**src/rtl/core/s256_pkg.sv**
```systemverilog
// ----------------------------------------------------------------------------
// s256_pkg
// Shared types, constants and round functions of the SHA-256 hash engine.
// ----------------------------------------------------------------------------
`default_nettype none

package s256_pkg;

    // Field widths of the streams
    localparam int unsigned DataW   = 32;
    localparam int unsigned CountW  = 3;
    localparam int unsigned IndexW  = 3;
    localparam int unsigned TdataW  = 40;   // 32 + 3 bits, padded to whole bytes

    // Block geometry
    localparam int unsigned WinDepth   = 16;   // message words per block
    localparam int unsigned HashWords  = 8;
    localparam int unsigned RoundIdxW  = 6;    // 64 rounds
    localparam logic [RoundIdxW-1:0] LastRound = 6'd63;
    localparam logic [5:0]  LastBlockPos = 6'd63;
    localparam logic [5:0]  PadEndPos    = 6'd55;  // last pad byte before length
    localparam logic [2:0]  MaxCount     = 3'd4;
    localparam logic [7:0]  PadMarker    = 8'h80;
    localparam logic [2:0]  LastIndex    = 3'd7;

    // Sequencer states
    typedef enum logic [2:0] {
        S_IDLE,
        S_DATA,
        S_PAD,
        S_LEN,
        S_COMP,
        S_FOLD,
        S_OUT
    } t_state;

    // Control from the sequencer to the datapath
    typedef struct packed {
        logic                 byte_we;    // one message, pad or length byte this cycle
        logic [7:0]           msg_byte;
        logic                 push;       // byte completes a word
        logic                 load_vars;  // a..h <= chaining words
        logic                 round_en;   // one compression round
        logic [RoundIdxW-1:0] round_idx;
        logic                 fold;       // chaining words += a..h
        logic                 reinit;     // chaining words <= initial values
        logic [IndexW-1:0]    out_idx;    // digest word on the output
    } t_ctl;

    function automatic logic [31:0] rotr(input logic [31:0] x, input int unsigned n);
        rotr = (x >> n) | (x << (32 - n));
    endfunction

    function automatic logic [31:0] big_sigma0(input logic [31:0] x);
        big_sigma0 = rotr(x, 2) ^ rotr(x, 13) ^ rotr(x, 22);
    endfunction

    function automatic logic [31:0] big_sigma1(input logic [31:0] x);
        big_sigma1 = rotr(x, 6) ^ rotr(x, 11) ^ rotr(x, 25);
    endfunction

    function automatic logic [31:0] small_sigma0(input logic [31:0] x);
        small_sigma0 = rotr(x, 7) ^ rotr(x, 18) ^ (x >> 3);
    endfunction

    function automatic logic [31:0] small_sigma1(input logic [31:0] x);
        small_sigma1 = rotr(x, 17) ^ rotr(x, 19) ^ (x >> 10);
    endfunction

    // Initial hash values
    function automatic logic [31:0] init_hash(input logic [2:0] idx);
        case (idx)
            3'd0:    init_hash = 32'h6a09e667;
            3'd1:    init_hash = 32'hbb67ae85;
            3'd2:    init_hash = 32'h3c6ef372;
            3'd3:    init_hash = 32'ha54ff53a;
            3'd4:    init_hash = 32'h510e527f;
            3'd5:    init_hash = 32'h9b05688c;
            3'd6:    init_hash = 32'h1f83d9ab;
            default: init_hash = 32'h5be0cd19;
        endcase
    endfunction

    // Round constants
    function automatic logic [31:0] round_key(input logic [5:0] idx);
        case (idx)
            6'd0:  round_key = 32'h428a2f98;  6'd1:  round_key = 32'h71374491;
            6'd2:  round_key = 32'hb5c0fbcf;  6'd3:  round_key = 32'he9b5dba5;
            6'd4:  round_key = 32'h3956c25b;  6'd5:  round_key = 32'h59f111f1;
            6'd6:  round_key = 32'h923f82a4;  6'd7:  round_key = 32'hab1c5ed5;
            6'd8:  round_key = 32'hd807aa98;  6'd9:  round_key = 32'h12835b01;
            6'd10: round_key = 32'h243185be;  6'd11: round_key = 32'h550c7dc3;
            6'd12: round_key = 32'h72be5d74;  6'd13: round_key = 32'h80deb1fe;
            6'd14: round_key = 32'h9bdc06a7;  6'd15: round_key = 32'hc19bf174;
            6'd16: round_key = 32'he49b69c1;  6'd17: round_key = 32'hefbe4786;
            6'd18: round_key = 32'h0fc19dc6;  6'd19: round_key = 32'h240ca1cc;
            6'd20: round_key = 32'h2de92c6f;  6'd21: round_key = 32'h4a7484aa;
            6'd22: round_key = 32'h5cb0a9dc;  6'd23: round_key = 32'h76f988da;
            6'd24: round_key = 32'h983e5152;  6'd25: round_key = 32'ha831c66d;
            6'd26: round_key = 32'hb00327c8;  6'd27: round_key = 32'hbf597fc7;
            6'd28: round_key = 32'hc6e00bf3;  6'd29: round_key = 32'hd5a79147;
            6'd30: round_key = 32'h06ca6351;  6'd31: round_key = 32'h14292967;
            6'd32: round_key = 32'h27b70a85;  6'd33: round_key = 32'h2e1b2138;
            6'd34: round_key = 32'h4d2c6dfc;  6'd35: round_key = 32'h53380d13;
            6'd36: round_key = 32'h650a7354;  6'd37: round_key = 32'h766a0abb;
            6'd38: round_key = 32'h81c2c92e;  6'd39: round_key = 32'h92722c85;
            6'd40: round_key = 32'ha2bfe8a1;  6'd41: round_key = 32'ha81a664b;
            6'd42: round_key = 32'hc24b8b70;  6'd43: round_key = 32'hc76c51a3;
            6'd44: round_key = 32'hd192e819;  6'd45: round_key = 32'hd6990624;
            6'd46: round_key = 32'hf40e3585;  6'd47: round_key = 32'h106aa070;
            6'd48: round_key = 32'h19a4c116;  6'd49: round_key = 32'h1e376c08;
            6'd50: round_key = 32'h2748774c;  6'd51: round_key = 32'h34b0bcb5;
            6'd52: round_key = 32'h391c0cb3;  6'd53: round_key = 32'h4ed8aa4a;
            6'd54: round_key = 32'h5b9cca4f;  6'd55: round_key = 32'h682e6ff3;
            6'd56: round_key = 32'h748f82ee;  6'd57: round_key = 32'h78a5636f;
            6'd58: round_key = 32'h84c87814;  6'd59: round_key = 32'h8cc70208;
            6'd60: round_key = 32'h90befffa;  6'd61: round_key = 32'ha4506ceb;
            6'd62: round_key = 32'hbef9a3f7;
            default: round_key = 32'hc67178f2;
        endcase
    endfunction

endpackage

`default_nettype wire

```
**src/rtl/core/s256_ctrl.sv**
```systemverilog
// ----------------------------------------------------------------------------
// s256_ctrl
// Sequencer: feeds message, pad and length bytes one per cycle unless a block
// compresses, runs 64 rounds per full block and gives the eight digest words.
// ----------------------------------------------------------------------------
`default_nettype none

module s256_ctrl
    import s256_pkg::*;
(
    input  wire logic              i_clk,
    input  wire logic              i_rst_n,
    // input item
    input  wire logic              i_in_valid,
    input  wire logic [DataW-1:0]  i_data_word,
    input  wire logic [CountW-1:0] i_byte_count,
    input  wire logic              i_last_word,
    output logic                   o_in_ready,
    // result items
    input  wire logic              i_out_ready,
    output logic                   o_out_valid,
    // datapath control
    output t_ctl                   o_ctl
);

    t_state               r_state, n_state;
    t_state               r_resume, n_resume;
    logic [2:0]           r_k, n_k;
    logic [CountW-1:0]    r_cnt, n_cnt;
    logic                 r_last, n_last;
    logic [DataW-1:0]     r_data, n_data;
    logic [5:0]           r_pos, n_pos;
    logic [63:0]          r_bytes, n_bytes;
    logic [RoundIdxW-1:0] r_round, n_round;
    logic                 r_pad_first, n_pad_first;

    logic [DataW-1:0]     w_data_sh;
    logic [63:0]          w_len_bits;
    logic [63:0]          w_len_sh;
    logic [CountW-1:0]    w_cnt_clamp;
    logic [2:0]           w_k_inc;
    t_state               w_follow;

    assign w_data_sh   = r_data << {r_k[1:0], 3'b000};
    assign w_len_bits  = {r_bytes[60:0], 3'b000};
    assign w_len_sh    = w_len_bits << {r_k, 3'b000};
    assign w_cnt_clamp = (i_byte_count > MaxCount) ? MaxCount : i_byte_count;
    assign w_k_inc     = r_k + 3'd1;

    // State and counters
    always_ff @(posedge i_clk) begin
        if (!i_rst_n) begin
            r_state     <= S_IDLE;
            r_resume    <= S_IDLE;
            r_k         <= '0;
            r_pos       <= '0;
            r_bytes     <= '0;
            r_round     <= '0;
            r_pad_first <= 1'b0;
        end else begin
            r_state     <= n_state;
            r_resume    <= n_resume;
            r_k         <= n_k;
            r_pos       <= n_pos;
            r_bytes     <= n_bytes;
            r_round     <= n_round;
            r_pad_first <= n_pad_first;
        end
    end

    // Latched item payload
    always_ff @(posedge i_clk) begin
        r_cnt  <= n_cnt;
        r_last <= n_last;
        r_data <= n_data;
    end

    // Next state and control
    always_comb begin
        n_state     = r_state;
        n_resume    = r_resume;
        n_k         = r_k;
        n_cnt       = r_cnt;
        n_last      = r_last;
        n_data      = r_data;
        n_pos       = r_pos;
        n_bytes     = r_bytes;
        n_round     = r_round;
        n_pad_first = r_pad_first;
        w_follow    = r_state;

        o_in_ready  = 1'b0;
        o_out_valid = 1'b0;
        o_ctl       = '0;
        o_ctl.round_idx = r_round;
        o_ctl.out_idx   = r_k;

        case (r_state)
            S_IDLE: begin
                o_in_ready = 1'b1;
                if (i_in_valid) begin
                    n_data      = i_data_word;
                    n_cnt       = w_cnt_clamp;
                    n_last      = i_last_word;
                    n_k         = '0;
                    n_pad_first = 1'b1;
                    if (w_cnt_clamp != '0) begin
                        n_state = S_DATA;
                    end else if (i_last_word) begin
                        n_state = S_PAD;
                    end
                end
            end
            S_DATA: begin
                o_ctl.byte_we  = 1'b1;
                o_ctl.msg_byte = w_data_sh[31:24];
                n_bytes        = r_bytes + 64'd1;
                n_k            = w_k_inc;
                if (w_k_inc == r_cnt) begin
                    w_follow = r_last ? S_PAD : S_IDLE;
                end else begin
                    w_follow = S_DATA;
                end
            end
            S_PAD: begin
                o_ctl.byte_we  = 1'b1;
                o_ctl.msg_byte = r_pad_first ? PadMarker : 8'h00;
                n_pad_first    = 1'b0;
                n_k            = '0;
                w_follow       = (r_pos == PadEndPos) ? S_LEN : S_PAD;
            end
            S_LEN: begin
                o_ctl.byte_we  = 1'b1;
                o_ctl.msg_byte = w_len_sh[63:56];
                n_k            = w_k_inc;
                w_follow       = (r_k == LastIndex) ? S_OUT : S_LEN;
            end
            S_COMP: begin
                o_ctl.round_en = 1'b1;
                n_round        = r_round + 6'd1;
                if (r_round == LastRound) begin
                    n_state = S_FOLD;
                end
            end
            S_FOLD: begin
                o_ctl.fold = 1'b1;
                n_state    = r_resume;
            end
            S_OUT: begin
                o_out_valid = 1'b1;
                if (i_out_ready) begin
                    n_k = w_k_inc;
                    if (r_k == LastIndex) begin
                        o_ctl.reinit = 1'b1;
                        n_bytes      = '0;
                        n_state      = S_IDLE;
                    end
                end
            end
            default: begin
                n_state = S_IDLE;
            end
        endcase

        // Common byte write: advance block position, compress on a full block
        if (o_ctl.byte_we) begin
            o_ctl.push = (r_pos[1:0] == 2'b11);
            n_pos      = r_pos + 6'd1;
            if (r_pos == LastBlockPos) begin
                o_ctl.load_vars = 1'b1;
                n_round         = '0;
                n_resume        = w_follow;
                n_state         = S_COMP;
            end else begin
                n_state = w_follow;
            end
        end
    end

endmodule

`default_nettype wire

```
**src/rtl/core/s256_sched.sv**
```systemverilog
// ----------------------------------------------------------------------------
// s256_sched
// Message schedule: packs bytes into words and keeps a sixteen-word window
// that shifts once per round and extends itself with the schedule recurrence.
// ----------------------------------------------------------------------------
`default_nettype none

module s256_sched
    import s256_pkg::*;
(
    input  wire logic       i_clk,
    input  wire t_ctl       i_ctl,
    output logic [31:0]     o_w
);

    logic [23:0] r_word;                    // up to three pending bytes
    logic [31:0] r_win [WinDepth];
    logic [31:0] w_full;
    logic [31:0] w_next;

    assign w_full = {r_word, i_ctl.msg_byte};
    assign w_next = r_win[0] + small_sigma0(r_win[1]) + r_win[9] + small_sigma1(r_win[14]);
    assign o_w    = r_win[0];

    // Byte packer
    always_ff @(posedge i_clk) begin
        if (i_ctl.byte_we) begin
            r_word <= w_full[23:0];
        end
    end

    // Schedule window
    always_ff @(posedge i_clk) begin
        if ((i_ctl.byte_we && i_ctl.push) || i_ctl.round_en) begin
            for (int i = 0; i < WinDepth - 1; i++) begin
                r_win[i] <= r_win[i+1];
            end
            r_win[WinDepth-1] <= i_ctl.round_en ? w_next : w_full;
        end
    end

endmodule

`default_nettype wire

```
**src/rtl/core/s256_round.sv**
```systemverilog
// ----------------------------------------------------------------------------
// s256_round
// Compression round unit: working variables a..h, one round per cycle, and
// the chaining words that are folded after each block.
// ----------------------------------------------------------------------------
`default_nettype none

module s256_round
    import s256_pkg::*;
(
    input  wire logic       i_clk,
    input  wire logic       i_rst_n,
    input  wire t_ctl       i_ctl,
    input  wire logic [31:0] i_w,
    output logic [31:0]     o_digest
);

    logic [31:0] r_h [HashWords];
    logic [31:0] r_v [HashWords];
    logic [31:0] w_t1;
    logic [31:0] w_t2;
    logic [31:0] w_ch;
    logic [31:0] w_maj;

    assign w_ch  = (r_v[4] & r_v[5]) ^ (~r_v[4] & r_v[6]);
    assign w_maj = (r_v[0] & r_v[1]) ^ (r_v[0] & r_v[2]) ^ (r_v[1] & r_v[2]);
    assign w_t1  = r_v[7] + big_sigma1(r_v[4]) + w_ch
                 + round_key(i_ctl.round_idx) + i_w;
    assign w_t2  = big_sigma0(r_v[0]) + w_maj;

    assign o_digest = r_h[i_ctl.out_idx];

    // Working variables
    always_ff @(posedge i_clk) begin
        if (i_ctl.load_vars) begin
            for (int i = 0; i < HashWords; i++) begin
                r_v[i] <= r_h[i];
            end
        end else if (i_ctl.round_en) begin
            r_v[7] <= r_v[6];
            r_v[6] <= r_v[5];
            r_v[5] <= r_v[4];
            r_v[4] <= r_v[3] + w_t1;
            r_v[3] <= r_v[2];
            r_v[2] <= r_v[1];
            r_v[1] <= r_v[0];
            r_v[0] <= w_t1 + w_t2;
        end
    end

    // Chaining words
    always_ff @(posedge i_clk) begin
        if (!i_rst_n || i_ctl.reinit) begin
            for (int i = 0; i < HashWords; i++) begin
                r_h[i] <= init_hash(3'(i));
            end
        end else if (i_ctl.fold) begin
            for (int i = 0; i < HashWords; i++) begin
                r_h[i] <= r_h[i] + r_v[i];
            end
        end
    end

endmodule

`default_nettype wire

```
**src/rtl/core/sha256_hash_engine.sv**
```systemverilog
// ----------------------------------------------------------------------------
// sha256_hash_engine
// SHA-256 over a byte stream of big-endian words; emits the eight digest
// words after the last item of each message.
// ----------------------------------------------------------------------------
// Channel   Direction  Fields (tdata from bit 0)                  tlast
// s_axis    in         data_word[31:0], byte_count[34:32]         last_word
// m_axis    out        digest_word[31:0], word_index[34:32]       last_digest
//
// An item is accepted, then its valid bytes are written (a count above four
// is taken as four). Every completed 64-byte block runs 64 rounds through
// the single round unit and then folds the working variables into the
// chaining words. A last item is followed by the padding bytes and eight
// length bytes, then each digest word is held until the sink takes it.
// Reset (synchronous, active low) restores the initial hash values.
// s_axis_tready is high only while the engine is idle.
// ----------------------------------------------------------------------------
`default_nettype none

module sha256_hash_engine
    import s256_pkg::*;
(
    input  wire logic              i_clk,
    input  wire logic              i_rst_n,
    // message words
    input  wire logic              s_axis_tvalid,
    output logic                   s_axis_tready,
    input  wire logic [TdataW-1:0] s_axis_tdata,   // data_word, byte_count, zero pad
    input  wire logic              s_axis_tlast,
    // digest words
    output logic                   m_axis_tvalid,
    input  wire logic              m_axis_tready,
    output logic [TdataW-1:0]      m_axis_tdata,   // digest_word, word_index, zero pad
    output logic                   m_axis_tlast
);

    t_ctl        w_ctl;
    logic [31:0] w_w;
    logic [31:0] w_digest;

    s256_ctrl u_ctrl (
        .i_clk        (i_clk),
        .i_rst_n      (i_rst_n),
        .i_in_valid   (s_axis_tvalid),
        .i_data_word  (s_axis_tdata[DataW-1:0]),
        .i_byte_count (s_axis_tdata[DataW+CountW-1:DataW]),
        .i_last_word  (s_axis_tlast),
        .o_in_ready   (s_axis_tready),
        .i_out_ready  (m_axis_tready),
        .o_out_valid  (m_axis_tvalid),
        .o_ctl        (w_ctl)
    );

    s256_sched u_sched (
        .i_clk (i_clk),
        .i_ctl (w_ctl),
        .o_w   (w_w)
    );

    s256_round u_round (
        .i_clk    (i_clk),
        .i_rst_n  (i_rst_n),
        .i_ctl    (w_ctl),
        .i_w      (w_w),
        .o_digest (w_digest)
    );

    // Output item
    assign m_axis_tdata = {{(TdataW - DataW - IndexW){1'b0}}, w_ctl.out_idx, w_digest};
    assign m_axis_tlast = (w_ctl.out_idx == LastIndex);

endmodule

`default_nettype wire

```
**config.mk**
```make
export PLATFORM = sky130hd
export DESIGN_NAME = sha256_hash_engine
export DESIGN_NICKNAME = d
export VERILOG_FILES = /design/src/rtl/core/s256_pkg.sv /design/src/rtl/core/s256_ctrl.sv /design/src/rtl/core/s256_sched.sv /design/src/rtl/core/s256_round.sv /design/src/rtl/core/sha256_hash_engine.sv
export SDC_FILE = /design/constraint.sdc
export NUM_CORES = 2
export LEC_CHECK = 0
export BUFFER_PORTS_ARGS = -buffer_cell sky130_fd_sc_hd__buf_2
export CORE_ASPECT_RATIO = 1.1
export CORE_MARGIN = 4
export CORE_UTILIZATION = 45
export DETAILED_ROUTE_END_ITERATION = 8
export PLACE_DENSITY = 0.66
export SLEW_MARGIN = 5
export SYNTH_ARGS = -nofsm -noshare
export SYNTH_HDL_FRONTEND = slang
export SYNTH_HIERARCHICAL = 1
export SYNTH_SLANG_ARGS = --single-unit
```
**constraint.sdc**
```tcl
create_clock -name i_clk -period 19.3 [get_ports i_clk]
set_input_delay 0.965 -clock i_clk [delete_from_list [all_inputs] [get_ports i_clk]]
set_output_delay 0.965 -clock i_clk [all_outputs]
set_load 0.01 [all_outputs]
```
==> flow_summary.json <==
{
  "run_status": "finished, final reports clean",
  "cp_slowest_cell": "o21ai_0",
  "cts_hold_buf": 0,
  "synthAdderAreaFrac_pct": 12.5,
  "use_met2_pct": 39.1,
  "firstDrtPassIters": 6,
  "via_per_inst": 5.90,
  "syn_inst": 6749,
  "tightest_slew_ps": 1150,
  "cts.sinks": 1167,
  "htree_num_levels": 4,
  "cp-endpoint": "u_round/r_v[0][31]$_DFFE_PP_",
  "drv_cap": 0,
  "regToRegSetupSlack_ps": 8540,
  "dieArea_um2": 168000,
  "synth_top_family_by_area": "simple AND/OR/NAND/NOR gates",
  "end_kind": "flip-flop",
  "reg2regPathDepth": 32,
  "worstPathRequired_ps": 19850,
  "worstHoldPathCells": 1,
  "place.detailed.hpwl_um": 155000,
  "drv_slew": 0,
  "start_util_pct": 45.3,
  "slowest_delay_ps": 830,
  "num_vias": 52539,
  "clock_latency_ps": 800,
  "wirelength_um": 211000,
  "drt_iter0_drc": 5256,
  "synthMuxAreaShare_pct": 4.51,
  "gp_congestion": 0.952,
  "postSynthAreaPerCell_um2": 10.8,
  "hold_viol": 0,
  "ys_warn_count": 6,
  "min_period_over_period_pct": 55.7,
  "use_met1_pct": 33.6,
  "critPathKind": "reg -> reg",
  "chipWidth_um": 391,
  "synth_cell_type_count": 110,
  "clockBufferDepth": 3,
  "ys_seq_elements": 1167,
  "clk_pin_slew_worst_paths_ps": 60,
  "ctsRootBufferMaster": "clkbuf_16",
  "arrival_ps": 11300,
  "period_needed_ps": 10760,
  "drc": 0,
  "ioPinCount": 88,
  "synth_compound_area_share_pct": 12.1,
  "fin_setup_tns_ps": 0,
  "portBuffers": 77,
  "core-area_um2": 161000,
  "grt_pass1_wl_um": 316000,
  "start_kind": "flip-flop",
  "regToRegStartpoint": "u_ctrl/r_round[1]$_SDFF_PN0_",
  "min_path_type": "in -> reg",
  "crit_fanout": 16,
  "drive_above_1_share_pct": 8.17,
  "synth-edff-count": 1084,
  "crit_start": "u_ctrl/r_round[1]$_SDFF_PN0_",
  "fin_nets": 7335,
  "grt_max_degree": 211,
  "grt.busiest_layer": "met2",
  "async_flop_share_pct": 0,
  "rows": 154,
  "synth-xor-area-share_pct": 6.94,
  "path_common_cell": "fa_1",
  "setup_viol": 0,
  "rsz0062_at_grt": "no",
  "cts_buffers": 132,
  "synth-simple-area-share_pct": 12.7,
  "overflow": 0,
  "relSlewSlack_pct": 23.1,
  "antenna_found_initial": 6,
  "max_freq_ghz": 0.0930,
  "synthFlopType": "edfxtp_1",
  "ys_seq_area_share_pct": 47.0,
  "rr_endpoint": "u_round/r_v[0][31]$_DFFE_PP_",
  "fill_cells": 14302,
  "die_height_um": 430,
  "post_drt_wl_per_cell_um": 23.7,
  "drtAntennaViolNets": 0,
  "cts_tree": "built",
  "syn_to_final_growth_pct": 9.07,
  "finClkSkew_ps": 50.2,
  "use_met3_pct": 4.13,
  "grt_pass1_vias": 50126,
  "grt.total_usage_pct": 24.7,
  "postCtsSetupBuffers": 0,
  "syn_area_um2": 72800,
  "ctsResizeCount": 0
}
[metal layers]
layer	vias to the layer above	part of all wire, %	wire (um)
met1	25900	42	89200
met5	-	0	0
met2	2167	46	96800
li1	24010	-	-
met4	0	4.9	10300
met3	462	7.2	15100
[cell type report]
| type | instances | area (um^2) | area share, % |
|---|---|---|---|
| multi-input combinational | 4813 | 35600 | 44.8 |
| inverter | 451 | 1690 | 2.13 |
| timing repair buffer | 139 | 876 | 1.10 |
| clock inverter | 71 | 897 | 1.13 |
| sequential | 1167 | 34200 | 43.1 |
| tap | 2106 | 2640 | 3.32 |
| antenna | 1 | 2.50 | 0.00315 |
| clock buffer | 163 | 3460 | 4.36 |
[kinds of logic after synthesis]
| group | count (synthesis) |
|---|---|
| XOR/XNOR | 577 |
| adder cells (fa/ha/maj) | 616 |
| flip-flops | 1167 |
| buffers and inverters | 773 |
| AND/OR/NAND/NOR | 2045 |
| other | 1 |
| AO/OA/AOI/OAI | 1362 |
| multiplexers | 208 |
[cell usage after synthesis, types with 17 or more instances]
library cell	n	area (um^2)
a21boi_0	18	135
a211oi_1	53	398
o31ai_1	39	293
buf_1	41	154
nor2_1	398	1490
inv_1	448	1680
mux4_2	90	2030
clkbuf_1	227	852
a31oi_1	45	282
edfxtp_1	1084	32600
nor2b_1	58	363
and2_1	28	175
or2_2	17	106
o21bai_1	43	323
o21a_1	73	548
nand3_1	112	561
xor2_1	205	1800
or3_1	46	288
dfxtp_1	83	1660
nor4_1	25	156
nand2_1	995	3730
nand4_1	57	357
a21oi_1	369	1850
mux2i_1	61	611
o21ai_0	316	1580
and3_1	41	257
nor3_1	115	576
o21ai_1	18	90.1
o211ai_1	39	293
ha_1	391	4890
or4_1	20	150
maj3_1	30	300
a21o_1	161	1210
nand2b_1	72	450
xnor2_1	372	3260
buf_4	37	278
mux2_2	56	631
fa_1	195	3900
[worst min-delay path by stage]
stage	from	to	slack (ps)
final	s_axis_tdata[31]	u_ctrl/r_data[31]$_DFFE_PP_	340
after global routing	s_axis_tdata[4]	u_ctrl/r_data[4]$_DFFE_PP_	300
after CTS	s_axis_tdata[31]	u_ctrl/r_data[31]$_DFFE_PP_	280
after detailed placement	u_sched/r_win[0][152]$_DFFE_PP_	u_sched/r_win[0][120]$_DFFE_PP_	400
after global placement	u_sched/r_win[1][82]$_DFFE_PP_	u_sched/r_win[1][50]$_DFFE_PP_	400
after floorplan	u_sched/r_win[0][132]$_DFFE_PP_	u_sched/r_win[0][100]$_DFFE_PP_	400
[placed cells by master (no fill, tap or decap), types with 45 or more instances in the layout]
| cell | count |
|---|---|
| nand4_1 | 57 |
| o21ai_0 | 315 |
| a21o_1 | 161 |
| buf_4 | 60 |
| mux2i_1 | 61 |
| mux2_2 | 56 |
| a21oi_1 | 369 |
| nor2b_1 | 56 |
| nor2_1 | 397 |
| dfxtp_1 | 76 |
| ha_1 | 391 |
| or3_1 | 46 |
| a31oi_1 | 45 |
| o21a_1 | 73 |
| a211oi_1 | 53 |
| edfxtp_1 | 1084 |
| inv_1 | 448 |
| fa_1 | 195 |
| buf_2 | 77 |
| xnor2_1 | 372 |
| mux4_2 | 90 |
| clkbuf_16 | 133 |
| nor3_1 | 114 |
| nand2_1 | 993 |
| xor2_1 | 205 |
| nand2b_1 | 69 |
| nand3_1 | 112 |
[stage by stage]
| step | hold WS [ps] | setup WS [ps] | instances | utilization (%) | instance area (um^2) |
|---|---|---|---|---|---|
| floorplan | 400 | 5490 | 6753 | - | 72800 |
| global placement | 401 | 8740 | 8676 | 46.7 | 75000 |
| detailed placement | 405 | 8710 | 8676 | 46.7 | 75000 |
| CTS | 280 | 8670 | 8910 | 49.5 | 79400 |
| global route | 295 | 8140 | 8910 | 49.5 | 79400 |
| finish | 335 | 8540 | 8911 | 49.5 | 79400 |
[worst max-delay path: cells and delay by family (launching register included)]
family | cells | cell delay [ps]
AO/OA/AOI/OAI | 13 | 4080
adder cells (fa/ha/maj) | 7 | 3160
AND/OR/NAND/NOR | 4 | 1000
multiplexers | 3 | 940
buffers and inverters | 3 | 570
XOR/XNOR | 2 | 390
flip-flops | 1 | 350
[flip-flops by register name, summed over array words and instances (netlist names), 3 cells and up]
register,count
u_round/r_v,256
u_sched/r_word,24
u_round/r_h,256
u_ctrl/r_bytes,61
u_ctrl/r_cnt,3
u_ctrl/r_data,32
u_sched/r_win,512
u_ctrl/r_state,3
u_ctrl/r_pos,6
u_ctrl/r_round,6
u_ctrl/r_k,3
u_ctrl/r_resume,3
Power is not shown: default switching activity piles up to over one toggle a cycle in this logic, so the estimate is an artifact.
